**config.mk**
```make
export PLATFORM = sky130hd
export DESIGN_NAME = seven_segment_scan_with_decimal_entry
export DESIGN_NICKNAME = d
export VERILOG_FILES = /design/src/rtl/sssd_pkg.sv /design/src/rtl/sssd_bin2bcd.sv /design/src/rtl/seven_segment_scan_with_decimal_entry.sv
export SDC_FILE = /design/constraint.sdc
export NUM_CORES = 1
export LEC_CHECK = 0
export ABC_AREA = 1
export BUFFER_PORTS_ARGS = -buffer_cell sky130_fd_sc_hd__buf_4
export CAP_MARGIN = 20
export CORE_MARGIN = 2
export CORE_UTILIZATION = 50
export DETAILED_ROUTE_END_ITERATION = 10
export PLACE_DENSITY = 0.69
export SKIP_CTS_REPAIR_TIMING = 1
export SLEW_MARGIN = 20
export SYNTH_ARGS = -nofsm -noshare
export SYNTH_HDL_FRONTEND = slang
export SYNTH_SLANG_ARGS = --single-unit
export TNS_END_PERCENT = 30
```
**constraint.sdc**
```tcl
create_clock -name clk -period 9.89 [get_ports clk]
set_input_delay 1.4835 -clock clk [delete_from_list [all_inputs] [get_ports clk]]
set_output_delay 1.4835 -clock clk [all_outputs]
set_load 0.1 [all_outputs]
```
**src/rtl/sssd_pkg.sv**
```systemverilog
`timescale 1ns / 1ps
// ----------------------------------------------------------------------------
// sssd_pkg: shared types and constants for the four-digit display driver
// Command codes, BCD digit vector type and port byte select codes.
// ----------------------------------------------------------------------------
package sssd_pkg;

	localparam int unsigned NUM_DIGITS = 4;
	localparam int unsigned VALUE_W    = 14;

	typedef logic [3:0] bcd_t;
	typedef logic [NUM_DIGITS-1:0][3:0] digit_vec_t;
	typedef logic [1:0] pos_t;
	typedef logic [VALUE_W-1:0] value_t;

	typedef enum logic [1:0] {
		CMD_SET    = 2'd0,
		CMD_APPEND = 2'd1,
		CMD_SCAN   = 2'd2,
		CMD_NOP    = 2'd3
	} cmd_t;

	localparam bcd_t       BLANK_LOW  = 4'hF;
	localparam logic [7:0] PORT_RESET = 8'hFF;

	// active-low one-hot digit select, upper nibble of the port byte
	function automatic logic [3:0] select_code(input pos_t pos);
		logic [3:0] sel;
		unique case (pos)
			2'd0: sel = 4'hE;
			2'd1: sel = 4'hD;
			2'd2: sel = 4'hB;
			2'd3: sel = 4'h7;
			default: sel = 4'hF;
		endcase
		return sel;
	endfunction

endpackage

```
**src/rtl/sssd_bin2bcd.sv**
```systemverilog
`timescale 1ns / 1ps
// ----------------------------------------------------------------------------
// sssd_bin2bcd: 16-bit binary to four BCD digits, modulo 10000
// Parallel compares against constant multiples, one subtract per place.
// ----------------------------------------------------------------------------
module sssd_bin2bcd (
	input  logic [15:0]          bin,
	output sssd_pkg::digit_vec_t digits,
	output sssd_pkg::value_t     value
);

	logic [13:0] rem0;
	logic [9:0]  rem1;
	logic [6:0]  rem2;
	logic [3:0]  rem3;
	logic [3:0]  d3, d2, d1;

	// modulo 10000: quotient is at most 6
	always_comb begin
		rem0 = bin[13:0];
		for (int k = 1; k <= 6; k++) begin
			if (bin >= 16'(k * 10000)) begin
				rem0 = 14'(bin - 16'(k * 10000));
			end
		end
	end

	always_comb begin
		d3   = 4'd0;
		rem1 = rem0[9:0];
		for (int k = 1; k <= 9; k++) begin
			if (rem0 >= 14'(k * 1000)) begin
				d3   = 4'(k);
				rem1 = 10'(rem0 - 14'(k * 1000));
			end
		end
	end

	always_comb begin
		d2   = 4'd0;
		rem2 = rem1[6:0];
		for (int k = 1; k <= 9; k++) begin
			if (rem1 >= 10'(k * 100)) begin
				d2   = 4'(k);
				rem2 = 7'(rem1 - 10'(k * 100));
			end
		end
	end

	always_comb begin
		d1   = 4'd0;
		rem3 = rem2[3:0];
		for (int k = 1; k <= 9; k++) begin
			if (rem2 >= 7'(k * 10)) begin
				d1   = 4'(k);
				rem3 = 4'(rem2 - 7'(k * 10));
			end
		end
	end

	assign digits = {d3, d2, d1, rem3};
	assign value  = rem0;

endmodule

```
**src/rtl/seven_segment_scan_with_decimal_entry.sv**
```systemverilog
`timescale 1ns / 1ps
// ----------------------------------------------------------------------------
// seven_segment_scan_with_decimal_entry: four-digit multiplexed display driver
// Keeps a decimal value (set or keyed in digit by digit) and scans it out.
//
//   channel  | signals                              | direction
//   ---------+--------------------------------------+----------
//   item     | item_valid, item_stall, command,     | in
//            | set_value, key_digit                 |
//   result   | result_valid, result_stall,          | out
//            | port_drive, shown_value,             |
//            | value_present                        |
//
// One transfer in gives exactly one result transfer: it passes the input
// register, then goes through the command logic into the result register.
// A new item is taken every cycle unless item_stall is raised; the depth of
// the binary-to-BCD conversion on a set command sets the clock period.
// Reset (arst_n low) blanks the display and sets the port byte to 0xFF.
// result_stall holds the result register; item_stall rises only when both
// the input and the result register are full and the result is stalled.
// ----------------------------------------------------------------------------
module seven_segment_scan_with_decimal_entry (
	input  logic        clk,
	input  logic        arst_n,
	input  logic        item_valid,
	output logic        item_stall,
	input  logic [1:0]  command,
	input  logic [15:0] set_value,
	input  logic [3:0]  key_digit,
	output logic        result_valid,
	input  logic        result_stall,
	output logic [7:0]  port_drive,
	output logic [13:0] shown_value,
	output logic        value_present
);

	// input register
	logic              valid_s1;
	sssd_pkg::cmd_t    command_s1;
	logic [15:0]       set_value_s1;
	logic [3:0]        key_digit_s1;

	// result register
	logic              valid_s2;
	logic [7:0]        port_s2;
	sssd_pkg::value_t  value_s2;
	logic              present_s2;

	// display state
	sssd_pkg::digit_vec_t digits_q;   // BCD, zero above the top digit
	sssd_pkg::pos_t       top_q;      // most significant shown digit
	logic                 present_q;  // any digit shown
	sssd_pkg::pos_t       scan_q;
	logic [7:0]           port_q;
	sssd_pkg::value_t     value_q;

	logic advance;
	logic load_s1;

	// stage 1 moves on when the result register is empty or being drained
	assign advance    = !valid_s2 || !result_stall;
	assign item_stall = valid_s1 && !advance;
	assign load_s1    = !item_stall;

	always_ff @(posedge clk or negedge arst_n) begin
		if (!arst_n) begin
			valid_s1 <= 1'b0;
		end else if (load_s1) begin
			valid_s1 <= item_valid;
		end
	end

	always_ff @(posedge clk) begin
		if (load_s1 && item_valid) begin
			command_s1   <= sssd_pkg::cmd_t'(command);
			set_value_s1 <= set_value;
			key_digit_s1 <= key_digit;
		end
	end

	// ---------------- set path: binary to BCD ----------------
	sssd_pkg::digit_vec_t set_digits;
	sssd_pkg::value_t     set_val;

	sssd_bin2bcd u_bin2bcd (
		.bin    (set_value_s1),
		.digits (set_digits),
		.value  (set_val)
	);

	// ---------------- append path: BCD shift and add ----------------
	// Shift one place left (thousands digit drops out), put the key in the
	// units place. A key of ten or more leaves key-10 there and carries a
	// one into the tens place, rippling through nines.
	sssd_pkg::digit_vec_t app_digits;
	sssd_pkg::value_t     app_val;
	logic                 carry;

	always_comb begin
		app_digits = {digits_q[2], digits_q[1], digits_q[0], 4'd0};
		carry      = 1'b0;
		if (key_digit_s1 >= 4'd10) begin
			app_digits[0] = key_digit_s1 - 4'd10;
			carry         = 1'b1;
		end else begin
			app_digits[0] = key_digit_s1;
		end
		for (int i = 1; i < sssd_pkg::NUM_DIGITS; i++) begin
			if (carry) begin
				if (app_digits[i] == 4'd9) begin
					app_digits[i] = 4'd0;
				end else begin
					app_digits[i] = app_digits[i] + 4'd1;
					carry         = 1'b0;
				end
			end
		end
	end

	// BCD back to binary: constant weights only
	assign app_val = 14'(app_digits[3]) * 14'd1000 + 14'(app_digits[2]) * 14'd100
		+ 14'(app_digits[1]) * 14'd10 + 14'(app_digits[0]);

	// ---------------- load selection and top digit ----------------
	logic                 is_load;
	sssd_pkg::digit_vec_t new_digits;
	sssd_pkg::value_t     new_val;
	sssd_pkg::pos_t       new_top;

	assign is_load    = (command_s1 == sssd_pkg::CMD_SET) || (command_s1 == sssd_pkg::CMD_APPEND);
	assign new_digits = (command_s1 == sssd_pkg::CMD_SET) ? set_digits : app_digits;
	assign new_val    = (command_s1 == sssd_pkg::CMD_SET) ? set_val : app_val;

	// highest nonzero digit; zero shows as a single 0 in the units place
	always_comb begin
		new_top = 2'd0;
		for (int i = 1; i < sssd_pkg::NUM_DIGITS; i++) begin
			if (new_digits[i] != 4'd0) begin
				new_top = sssd_pkg::pos_t'(i);
			end
		end
	end

	// ---------------- scan path ----------------
	logic [3:0] scan_low;
	logic [7:0] scan_port;

	assign scan_low  = (present_q && (scan_q <= top_q)) ? digits_q[scan_q]
		: sssd_pkg::BLANK_LOW;
	assign scan_port = {sssd_pkg::select_code(scan_q), scan_low};

	// ---------------- next state and result ----------------
	logic                 fire;
	logic [7:0]           port_next;
	sssd_pkg::value_t     value_next;
	logic                 present_next;

	assign fire         = valid_s1 && advance;
	assign port_next    = (command_s1 == sssd_pkg::CMD_SCAN) ? scan_port : port_q;
	assign value_next   = is_load ? new_val : value_q;
	assign present_next = is_load || present_q;

	always_ff @(posedge clk or negedge arst_n) begin
		if (!arst_n) begin
			digits_q  <= '0;
			top_q     <= '0;
			present_q <= 1'b0;
			scan_q    <= '0;
			port_q    <= sssd_pkg::PORT_RESET;
			value_q   <= '0;
		end else if (fire) begin
			unique case (command_s1)
				sssd_pkg::CMD_SET, sssd_pkg::CMD_APPEND: begin
					digits_q  <= new_digits;
					top_q     <= new_top;
					present_q <= 1'b1;
					value_q   <= new_val;
				end
				sssd_pkg::CMD_SCAN: begin
					port_q <= scan_port;
					scan_q <= scan_q + 2'd1;
				end
				sssd_pkg::CMD_NOP: begin
					// unused code: state holds
				end
				default: begin
				end
			endcase
		end
	end

	always_ff @(posedge clk or negedge arst_n) begin
		if (!arst_n) begin
			valid_s2 <= 1'b0;
		end else if (advance) begin
			valid_s2 <= valid_s1;
		end
	end

	always_ff @(posedge clk) begin
		if (fire) begin
			port_s2    <= port_next;
			value_s2   <= value_next;
			present_s2 <= present_next;
		end
	end

	assign result_valid  = valid_s2;
	assign port_drive    = port_s2;
	assign shown_value   = value_s2;
	assign value_present = present_s2;

endmodule

```
### Word level (Yosys, flattened, before mapping)

Cells that the tools add are included.

* register bits: 90
* input port bits: 26
* output and inout bits: 25
* logic and storage cells: 207

* add/sub/neg operators: 41
* multiply operators: 3
* order comparisons: 36
* equality and inequality tests: 8
* muxes and demuxes: 83
* reductions and logical operators: 19

Operator list (count)
* 14-bit 2-to-1 mux: 8
* 4-bit 2-to-1 mux: 24
* 10-bit 2-to-1 mux: 9
* 10-bit subtractor (second input constant): 9
* 7-bit 2-to-1 mux: 9
* 14-bit by 13-bit >= comparator with 1-bit output (second input constant): 4
* 16-bit >= comparator (second input constant): 3
* 14-bit subtractor (second input constant): 3
* 10-bit >= comparator (second input constant): 4
* 3-bit 2-to-1 mux: 12
* 16-bit by 15-bit >= comparator with 1-bit output (second input constant): 2
* 10-bit by 9-bit >= comparator with 1-bit output (second input constant): 3
* 14-bit by 12-bit >= comparator with 1-bit output (second input constant): 2
* 7-bit subtractor (second input constant): 4
* 4-bit subtractor (second input constant): 6
* 7-bit by 6-bit >= comparator with 1-bit output (second input constant): 3
* 7-bit >= comparator (second input constant): 3
* 7-bit by 6-bit subtractor with 7-bit output (second input constant): 3
* 16-bit by 14-bit >= comparator with 1-bit output (second input constant): 1
* 16-bit 2-to-1 mux: 1
* 2-bit 2-to-1 mux: 8
* 4-bit case mux with 4 select lines: 1
* 14-bit by 11-bit adder with 14-bit output: 1
* 14-bit by 4-bit adder with 14-bit output: 1
* 37 further kinds: 66

### Longest topological paths before layout

Gate-level depths: netlist of the first run.

* word-level depth: 42
* depth in mapped cells: 70
* mapped depth without buffers: 68

### By module

From an unflattened synthesis of the first run, not the netlist that was laid out.

* cells, all modules: 1667
* area, all modules: 11270.8 µm²

Modules (own cells, without submodules)
* seven_segment_scan_with_decimal_entry: times used 1, cells an instance 713, area an instance 6052.1 µm², seq. area each 2487.4 µm²
* sssd_bin2bcd: times used 1, cells an instance 954, area an instance 5218.8 µm², seq. area each 0.0 µm²

### Worst setup path after synthesis of the first run

No wires, ideal clock.

* kind: register to register
* start point: reg key_digit_s1[1]
* end point: reg value_s2[13] (netlist: shown_value[13]) (data pin)
* setup time: 269 ps
* arrival time: 6632 ps
* required time: 9621 ps
* path slack: 2990 ps
* stages on the path, launching flop included: 38
* buffers on the path: 0
* period minus slack after synthesis: 6900 ps
* cells stage by stage: edfxtp_1 -> inv_1 -> a21oi_1 -> inv_1 -> nor2_1 -> inv_1 -> nor3_1 -> inv_1 -> nor2_1 -> inv_1 -> nor3_1 -> nand2_1 -> nor2_1 -> xor2_1 -> nor3_1 -> a21oi_1 -> fa_1 -> fa_1 -> (+2 left out) -> inv_1 -> a31oi_1 -> xor2_1 -> inv_1 -> ha_1 -> ha_1 -> ha_1 -> nand3_1 -> nand2_1 -> inv_1 -> nor2_1 -> nor2_1 -> nor2_1 -> nor2_1 -> xor2_1 -> xor2_1 -> o21ai_0 -> o21ai_0

* cells in the longest elaborated chain, start to end: 11
* elaborated cells between the ends (all ways): 17
* classes of those cells: add/sub: 4; mul: 3; order compare: 1; mux: 9

RTL lines
* start, declared: RTL line seven_segment_scan_with_decimal_entry.sv:41 `logic [3:0] key_digit_s1;`
* start signal, assigned: RTL line seven_segment_scan_with_decimal_entry.sv:77 `key_digit_s1 <= key_digit;`
* 4-bit >= comparator: RTL line seven_segment_scan_with_decimal_entry.sv:102 `if (key_digit_s1 >= 4'd10) begin`
* 1-bit 2-to-1 mux: RTL line seven_segment_scan_with_decimal_entry.sv:102
* 1-bit 2-to-1 mux (2 in a row): RTL line seven_segment_scan_with_decimal_entry.sv:109 `if (carry) begin`
* 4-bit 2-to-1 mux: RTL line seven_segment_scan_with_decimal_entry.sv:109
* 4-bit by 7-bit multiplier with 11-bit output: RTL line seven_segment_scan_with_decimal_entry.sv:121 `assign app_val = 14'(app_digits[3]) * 14'd1000 + 14'(app_digits[2]) * 14'd100`
* 14-bit by 11-bit adder with 14-bit output: RTL line seven_segment_scan_with_decimal_entry.sv:121
* 14-bit by 8-bit adder with 14-bit output: RTL line seven_segment_scan_with_decimal_entry.sv:122 `+ 14'(app_digits[1]) * 14'd10 + 14'(app_digits[0]);`
* 14-bit by 4-bit adder with 14-bit output (*): RTL line seven_segment_scan_with_decimal_entry.sv:122
* 14-bit 2-to-1 mux (*): RTL line seven_segment_scan_with_decimal_entry.sv:132 `assign new_val = (command_s1 == sssd_pkg::CMD_SET) ? set_val : app_val;`
* 14-bit 2-to-1 mux (*): RTL line seven_segment_scan_with_decimal_entry.sv:160 `assign value_next = is_load ? new_val : value_q;`
* via value_next[13]: RTL line seven_segment_scan_with_decimal_entry.sv:155 `sssd_pkg::value_t value_next;`
* end signal, assigned: RTL line seven_segment_scan_with_decimal_entry.sv:203 `value_s2 <= value_next;`
* end, declared: RTL line seven_segment_scan_with_decimal_entry.sv:46 `sssd_pkg::value_t value_s2;`

The timed path passes the listed nets; every way through them passes the cells marked *.
A chain may end at the register's enable or synchronous reset.

### Worst setup path in the final report of the first run

* start point: reg set_value_s1[6]
* end point: reg digits_q[2] in the netlist's numbering

* cells in the longest elaborated chain, start to end: 38
* elaborated cells between the ends (all ways): 100
* classes of those cells: add/sub: 33; order compare: 33; mux: 34

RTL lines
* start, declared: RTL line seven_segment_scan_with_decimal_entry.sv:40 `logic [15:0] set_value_s1;`
* start signal, assigned: RTL line seven_segment_scan_with_decimal_entry.sv:76 `set_value_s1 <= set_value;`
* 14-bit subtractor / 16-bit by 14-bit >= comparator with 1-bit output (equally long branches): RTL line sssd_bin2bcd.sv:23, sssd_bin2bcd.sv:22
* 14-bit 2-to-1 mux (5 in a row): RTL line sssd_bin2bcd.sv:22 `if (bin >= 16'(k * 10000)) begin`
* 14-bit 2-to-1 mux (*): RTL line sssd_bin2bcd.sv:22
* 14-bit by 10-bit >= comparator with 1-bit output / 10-bit subtractor (equally long branches): RTL line sssd_bin2bcd.sv:32, sssd_bin2bcd.sv:34
* 10-bit 2-to-1 mux (8 in a row): RTL line sssd_bin2bcd.sv:32 `if (rem0 >= 14'(k * 1000)) begin`
* 10-bit 2-to-1 mux (*): RTL line sssd_bin2bcd.sv:32
* 10-bit by 7-bit >= comparator with 1-bit output / 7-bit subtractor (equally long branches): RTL line sssd_bin2bcd.sv:43, sssd_bin2bcd.sv:45
* 7-bit 2-to-1 mux (8 in a row): RTL line sssd_bin2bcd.sv:43 `if (rem1 >= 10'(k * 100)) begin`
* 7-bit 2-to-1 mux (*): RTL line sssd_bin2bcd.sv:43
* 7-bit by 4-bit >= comparator with 1-bit output / 4-bit subtractor (equally long branches): RTL line sssd_bin2bcd.sv:54, sssd_bin2bcd.sv:56
* 4-bit 2-to-1 mux (8 in a row): RTL line sssd_bin2bcd.sv:54 `if (rem2 >= 7'(k * 10)) begin`
* 4-bit 2-to-1 mux (*): RTL line sssd_bin2bcd.sv:54
* 16-bit 2-to-1 mux (*): RTL line seven_segment_scan_with_decimal_entry.sv:131 `assign new_digits = (command_s1 == sssd_pkg::CMD_SET) ? set_digits : app_digits;`
* end signal, assigned: RTL line seven_segment_scan_with_decimal_entry.sv:174 `digits_q <= new_digits;`
* end, declared: RTL line seven_segment_scan_with_decimal_entry.sv:50 `sssd_pkg::digit_vec_t digits_q;`

Every way passes the cells marked *; elsewhere a longest branch is shown, timed or not.

==> results.md, run 1 <==
* Status: finished clean
* CTS tree: yes
* Worst endpoint required time at 10,190 ps
* Most common cell after layout, fill and taps aside: nand2_1
* Setup ws final at 1030 ps
* Critical Path End Type: register
* CP Class: register to register
* Worst-Margin Slew at 931 ps
* Max-Cap Viols at 0
* Startpoint types: register
* Place WS at 983 ps
* Slew HR at 0.378
* DR iter-0 viols at 1,019
* Post-synth EDFFs at 45
* Final wirelength at 30,800 microns
* Net Count, Synth at 1,735
* CTS clk-pin slew, worst paths at 90 ps
* Total track usage at 0.276
* Post-Syn Instances at 1,586
* Cell taking the most area after synthesis: nand2_1
* Ant diodes at 0
* DR WL/cell at 16.3 microns
* Largest net degree at the start of global routing at 45
* CP peak stage delay at 560 ps
* DP Wirelength at 23,900 microns
* Synth Flop Type: edfxtp_1
* I/O Buffers at 50
* Setup repair after global routing missed its margin: false
* Num CTS Buffers at 9
* Critical path origin: set_value_s1[6]
* Vias per Instance at 5.51
* HP Start: port_q[7]
* Ys async rst share at 0.494
* Worst min-delay path class: register to register
* Boundary pin count at 51
* Starting Density at 0.511
* Worst clock skew at 23.2 ps
* Top-area cell type share of the netlist area at 0.145
* Layout Nets at 1,764
* Final Non-Filler Cells at 1,895
* Yosys cell types at 61
* TritonCTS Sinks at 89
* Fillers at 2,119
* Via Count at 10,400
* Worst reg2reg setup slack at 1030 ps
* Number of global-route vias before repair at 9,668
* Clk buf depth at 2
* Layout cells sized above 1 at 0.144
* Crit path max fanout at 15
* Mapped cell area at 0.0108 sq mm
* Most frequent cells in the layout: 416 x nand2_1, 192 x inv_1, 137 x nor2_1
* Row count at 53
* Fin. max-slew vios at 0
* Peak Freq at 113 MHz
* H-tree Lvls at 3
* Post-route clock period utilization at 0.895
* Area grow syn2layout at 7.46%
* Multi-input gate area at 0.00716 sq mm
* Floorplan core area at 0.0211 sq mm
* CP arrival at 9150 ps
* Placer Congestion at 1.01
* First-pass GRT wire length at 49,600 microns
* Detailed-route DRC error count at 0
* Fin. Hold Viols at 0
* Register area at 0.00246 sq mm
* Main area contributors after synthesis: nand2_1 15%, edfxtp_1 13%, ha_1 12%, dfrtp_1 8.4%, inv_1 6.7%
* Finish-stage setup viols at 0
* Clk Latency, worst-skew pair at 370 ps
* Drt first pass iters at 6
* Yosys warns at 0
* Clk Tree Root Cell: clkbuf_16
* GRT overflow at 0
* Yosys reg bits at 89
* CP max stage cell: edfxtp_1
* Die height at 151 microns
* Antenna violations before repair at 0
* Setup tns final at 0 ps
* Seq/Total Area, Yosys at 0.229
* Die area at 0.0227 sq mm
* Syn_area_per_cell at 6.79 sq um
* Placed cells at 1,879
* Final ANT Viol Nets at 0
* Die Wd at 151 microns
* Origin of the critical flop-to-flop path: set_value_s1[6]
* Min Clock Period, post-route at 8860 ps
* Worst path most repeated cell: nand2_1
==> logic make-up after synthesis <==
| kind of cell | count (synthesis) | share of synthesized area |
|---|---|---|
| AOI/OAI and AO/OA | 305 | 0.155 |
| xor gates and xnor gates | 32 | 0.0260 |
| adders and majority gates | 123 | 0.155 |
| buffers and inverters | 271 | 0.107 |
| DFF | 89 | 0.229 |
| and+or+nand+nor | 766 | 0.328 |
==> synth_stat cells, drive strengths merged (9+ instances only) <==
cell    number
a21oi      111
o21ai      154
dfrtp       36
nor3        14
xor2        21
xnor2       11
ha         106
nor2       162
nand4        9
o211ai       9
buf         23
nand2      471
edfxtp      45
clkbuf      13
nand3       94
inv        230
fa          17
==> layout make-up <==
type	instances	share of cell area
Timing Repair Buffer	54	0.0350
Multi-Input combinational cell	1226	0.619
Inverter	235	0.0779
Clock inverter	7	0.00616
Sequential cell	89	0.213
Clock buffer	9	0.0195
Tap cell	275	0.0297
==> worst paths after layout <==
check,end,cells past startpoint
worst max register to register,digits_q[2],56
worst min register to register,port_q[7],2
worst min-delay path,port_q[7],2
min in group asynchronous,value_q[10],1
max in group asynchronous,value_q[9],1
worst max-delay path,digits_q[2],56
==> critical path, delay by kind of cell (launching register included) <==
family / cells / cell delay, ps
AOI/OAI and AO/OA: 10 / 1880
buffers and inverters: 7 / 1490
and+or+nand+nor: 35 / 3850
adders and majority gates: 4 / 980
DFF: 1 / 560
==> registers in the layout, summed over array words and instances (netlist names) <==
register,cells
shown_value,14
set_value_s1,16
digits_q,16
valid_s1,1
present_q,1
port_drive,8
value_q,13
top_q,2
result_valid,1
key_digit_s1,4
scan_q,2
value_present,1
command_s1,2
port_q,8
==> metrics by stage <==
step,util,cell area (sq um),hold slack [ps]
after floorplan,-,10800,434
after global placement,0.534,11300,457
after detailed placement,0.534,11300,464
after CTS,0.548,11600,476
after global routing,0.549,11600,510
final,0.549,11600,474
==> per-layer routing <==
metal	global-route usage	vias to the layer above	wire length [microns]
li1	-	5184	-
met4	0.0855	0	680
met3	0.0497	57	2260
met5	0	-	0
met2	0.437	425	13800
met1	0.383	4776	14100
Power of run 1 is left out: the tool's default activity adds up to more than one toggle a clock period on the data nets, which glitch-free logic cannot reach.
==> inputs of run 2 (changes only) <==
CELL_PAD_IN_SITES_DETAIL_PLACEMENT = 0   (was unset)
CELL_PAD_IN_SITES_GLOBAL_PLACEMENT = 1   (was unset)
CORE_UTILIZATION = 46   (was 50)
PLACE_DENSITY = 0.84   (was 0.69)
==> run 2 against run 1 <==
Against the previous run:
- worst setup slack got worse by 96 ps
- via count is 1.1% lower
- critical path type unchanged
- hold slack better by 3.8 ps
- final area rose by 0.82%
- flip-flop and latch count unchanged
- core utilization fell by 3.7 points
- global-route usage decreased by 1.7 points
==> results.md, run 2 (same netlist as run 1, synthesis figures left out) <==
* Area grow syn2layout at 8.35%
* CP arrival at 9170 ps
* Total track usage at 0.259
* Vias per Instance at 5.34
* Worst path most repeated cell: nand2_1
* DP Area at 0.0113 sq mm
* DR iter-0 viols at 875
* Row count at 55
* Antenna violations before repair at 0
* H-tree Lvls at 3
* Die area at 0.0246 sq mm
* Startpoint types: register
* Setup repair after global routing missed its margin: false
* Clk buf depth at 2
* TritonCTS Sinks at 89
* Final ANT Viol Nets at 0
* Fin. max-slew vios at 0
* Slew HR at 0.399
* Peak Freq at 112 MHz
* Clk Tree Root Cell: clkbuf_16
* Boundary pin count at 51
* Starting Density at 0.473
* Worst min-delay path class: register to register
* I/O Buffers at 50
* R2r worst-path depth at 53
* GRT overflow at 0
* Critical Path End Type: register
* Worst endpoint required time at 10,110 ps
* Via Count at 10,300
* DP Wirelength at 24,300 microns
* Worst clock skew at 17.7 ps
* Die height at 157 microns
* CP Capture Point: top_q[0]
* Die Wd at 157 microns
* Critical path origin: set_value_s1[6]
* Drt first pass iters at 5
* CTS clk-pin slew, worst paths at 80 ps
* CP max stage cell: edfxtp_1
* Finished Cell Area at 0.0117 sq mm
* Origin of the critical flop-to-flop path: set_value_s1[6]
* Ant diodes at 0
* Worst-Margin Slew at 898 ps
* Most frequent cells in the layout: 415 x nand2_1, 192 x inv_1, 137 x nor2_1
* Layout Nets at 1,766
* Setup tns final at 0 ps
* WHS at 477 ps
* DR WL/cell at 16.2 microns
* Number of global-route vias before repair at 9,808
* Floorplan core area at 0.0228 sq mm
* Finish-stage setup viols at 0
* Clk Latency, worst-skew pair at 360 ps
* Crit path max fanout at 15
* Layout cells sized above 1 at 0.146
* CTS tree: yes
* Post-route clock period utilization at 0.905
* Num CTS Buffers at 9
* Reg2reg end: top_q[0]
* Largest net degree at the start of global routing at 45
* Fin. Hold Viols at 0
* CP peak stage delay at 560 ps
* First-pass GRT wire length at 50,900 microns
* CP Class: register to register
* Worst reg2reg setup slack at 940 ps
* Max-Cap Viols at 0
* Placer Congestion at 1.02
* Final wirelength at 31,400 microns
* Most common cell after layout, fill and taps aside: nand2_1
* Min Clock Period, post-route at 8950 ps
* Detailed-route DRC error count at 0
* Status: finished clean
-- run 2: cell type report --
class / count / area [sq um]
clock buffers: 9 / 225
clock inverters: 7 / 72.6
fillers: 2301 / 11100
inverters: 235 / 901
multi-input cells: 1226 / 7170
flip-flops and latches: 89 / 2460
well taps: 313 / 392
repair buffers: 56 / 440
-- run 2: how the worst min path moves through the flow --
stage | to | depth (start not counted) | from | slack, ps
floorplan | present_q | 2 | present_q | 430
global placement | port_q[7] | 2 | port_q[7] | 460
detailed placement | digits_q[14] | 2 | digits_q[14] | 460
CTS | result_valid | 2 | valid_s1 | 480
global route | result_valid | 2 | valid_s1 | 500
finish | digits_q[14] | 2 | digits_q[14] | 480
-- run 2: worst max-delay path, delay by kind of cell, from the launching register on --
kind / cells / cell delay, ps
adder cells (fa/ha/maj): 4 / 990
AND/OR/NAND/NOR: 32 / 4040
buffers and inverters: 8 / 1580
flip-flops: 1 / 560
AO/OA/AOI/OAI: 9 / 1610
-- run 2: per-stage QoR --
stage                      util  std cells  setup slack (ps)
after CTS                 0.510       1934               768
final                     0.512       1935               939
after floorplan               -       1586              2990
after global routing      0.512       1935              36.4
after detailed placement  0.497       1918               826
after global placement    0.497       1918               703
-- run 2: metal layers --
metal | share of wire | wire (microns) | vias to the layer above | GRT usage
li1 | - | - | 5181 | -
met1 | 0.47 | 14900 | 4701 | 0.371
met2 | 0.43 | 13600 | 402 | 0.402
met3 | 0.068 | 2130 | 48 | 0.0363
met4 | 0.026 | 812 | 0 | 0.0852
met5 | 0 | 0 | - | 0
Power of run 2 is left out for the same reason.
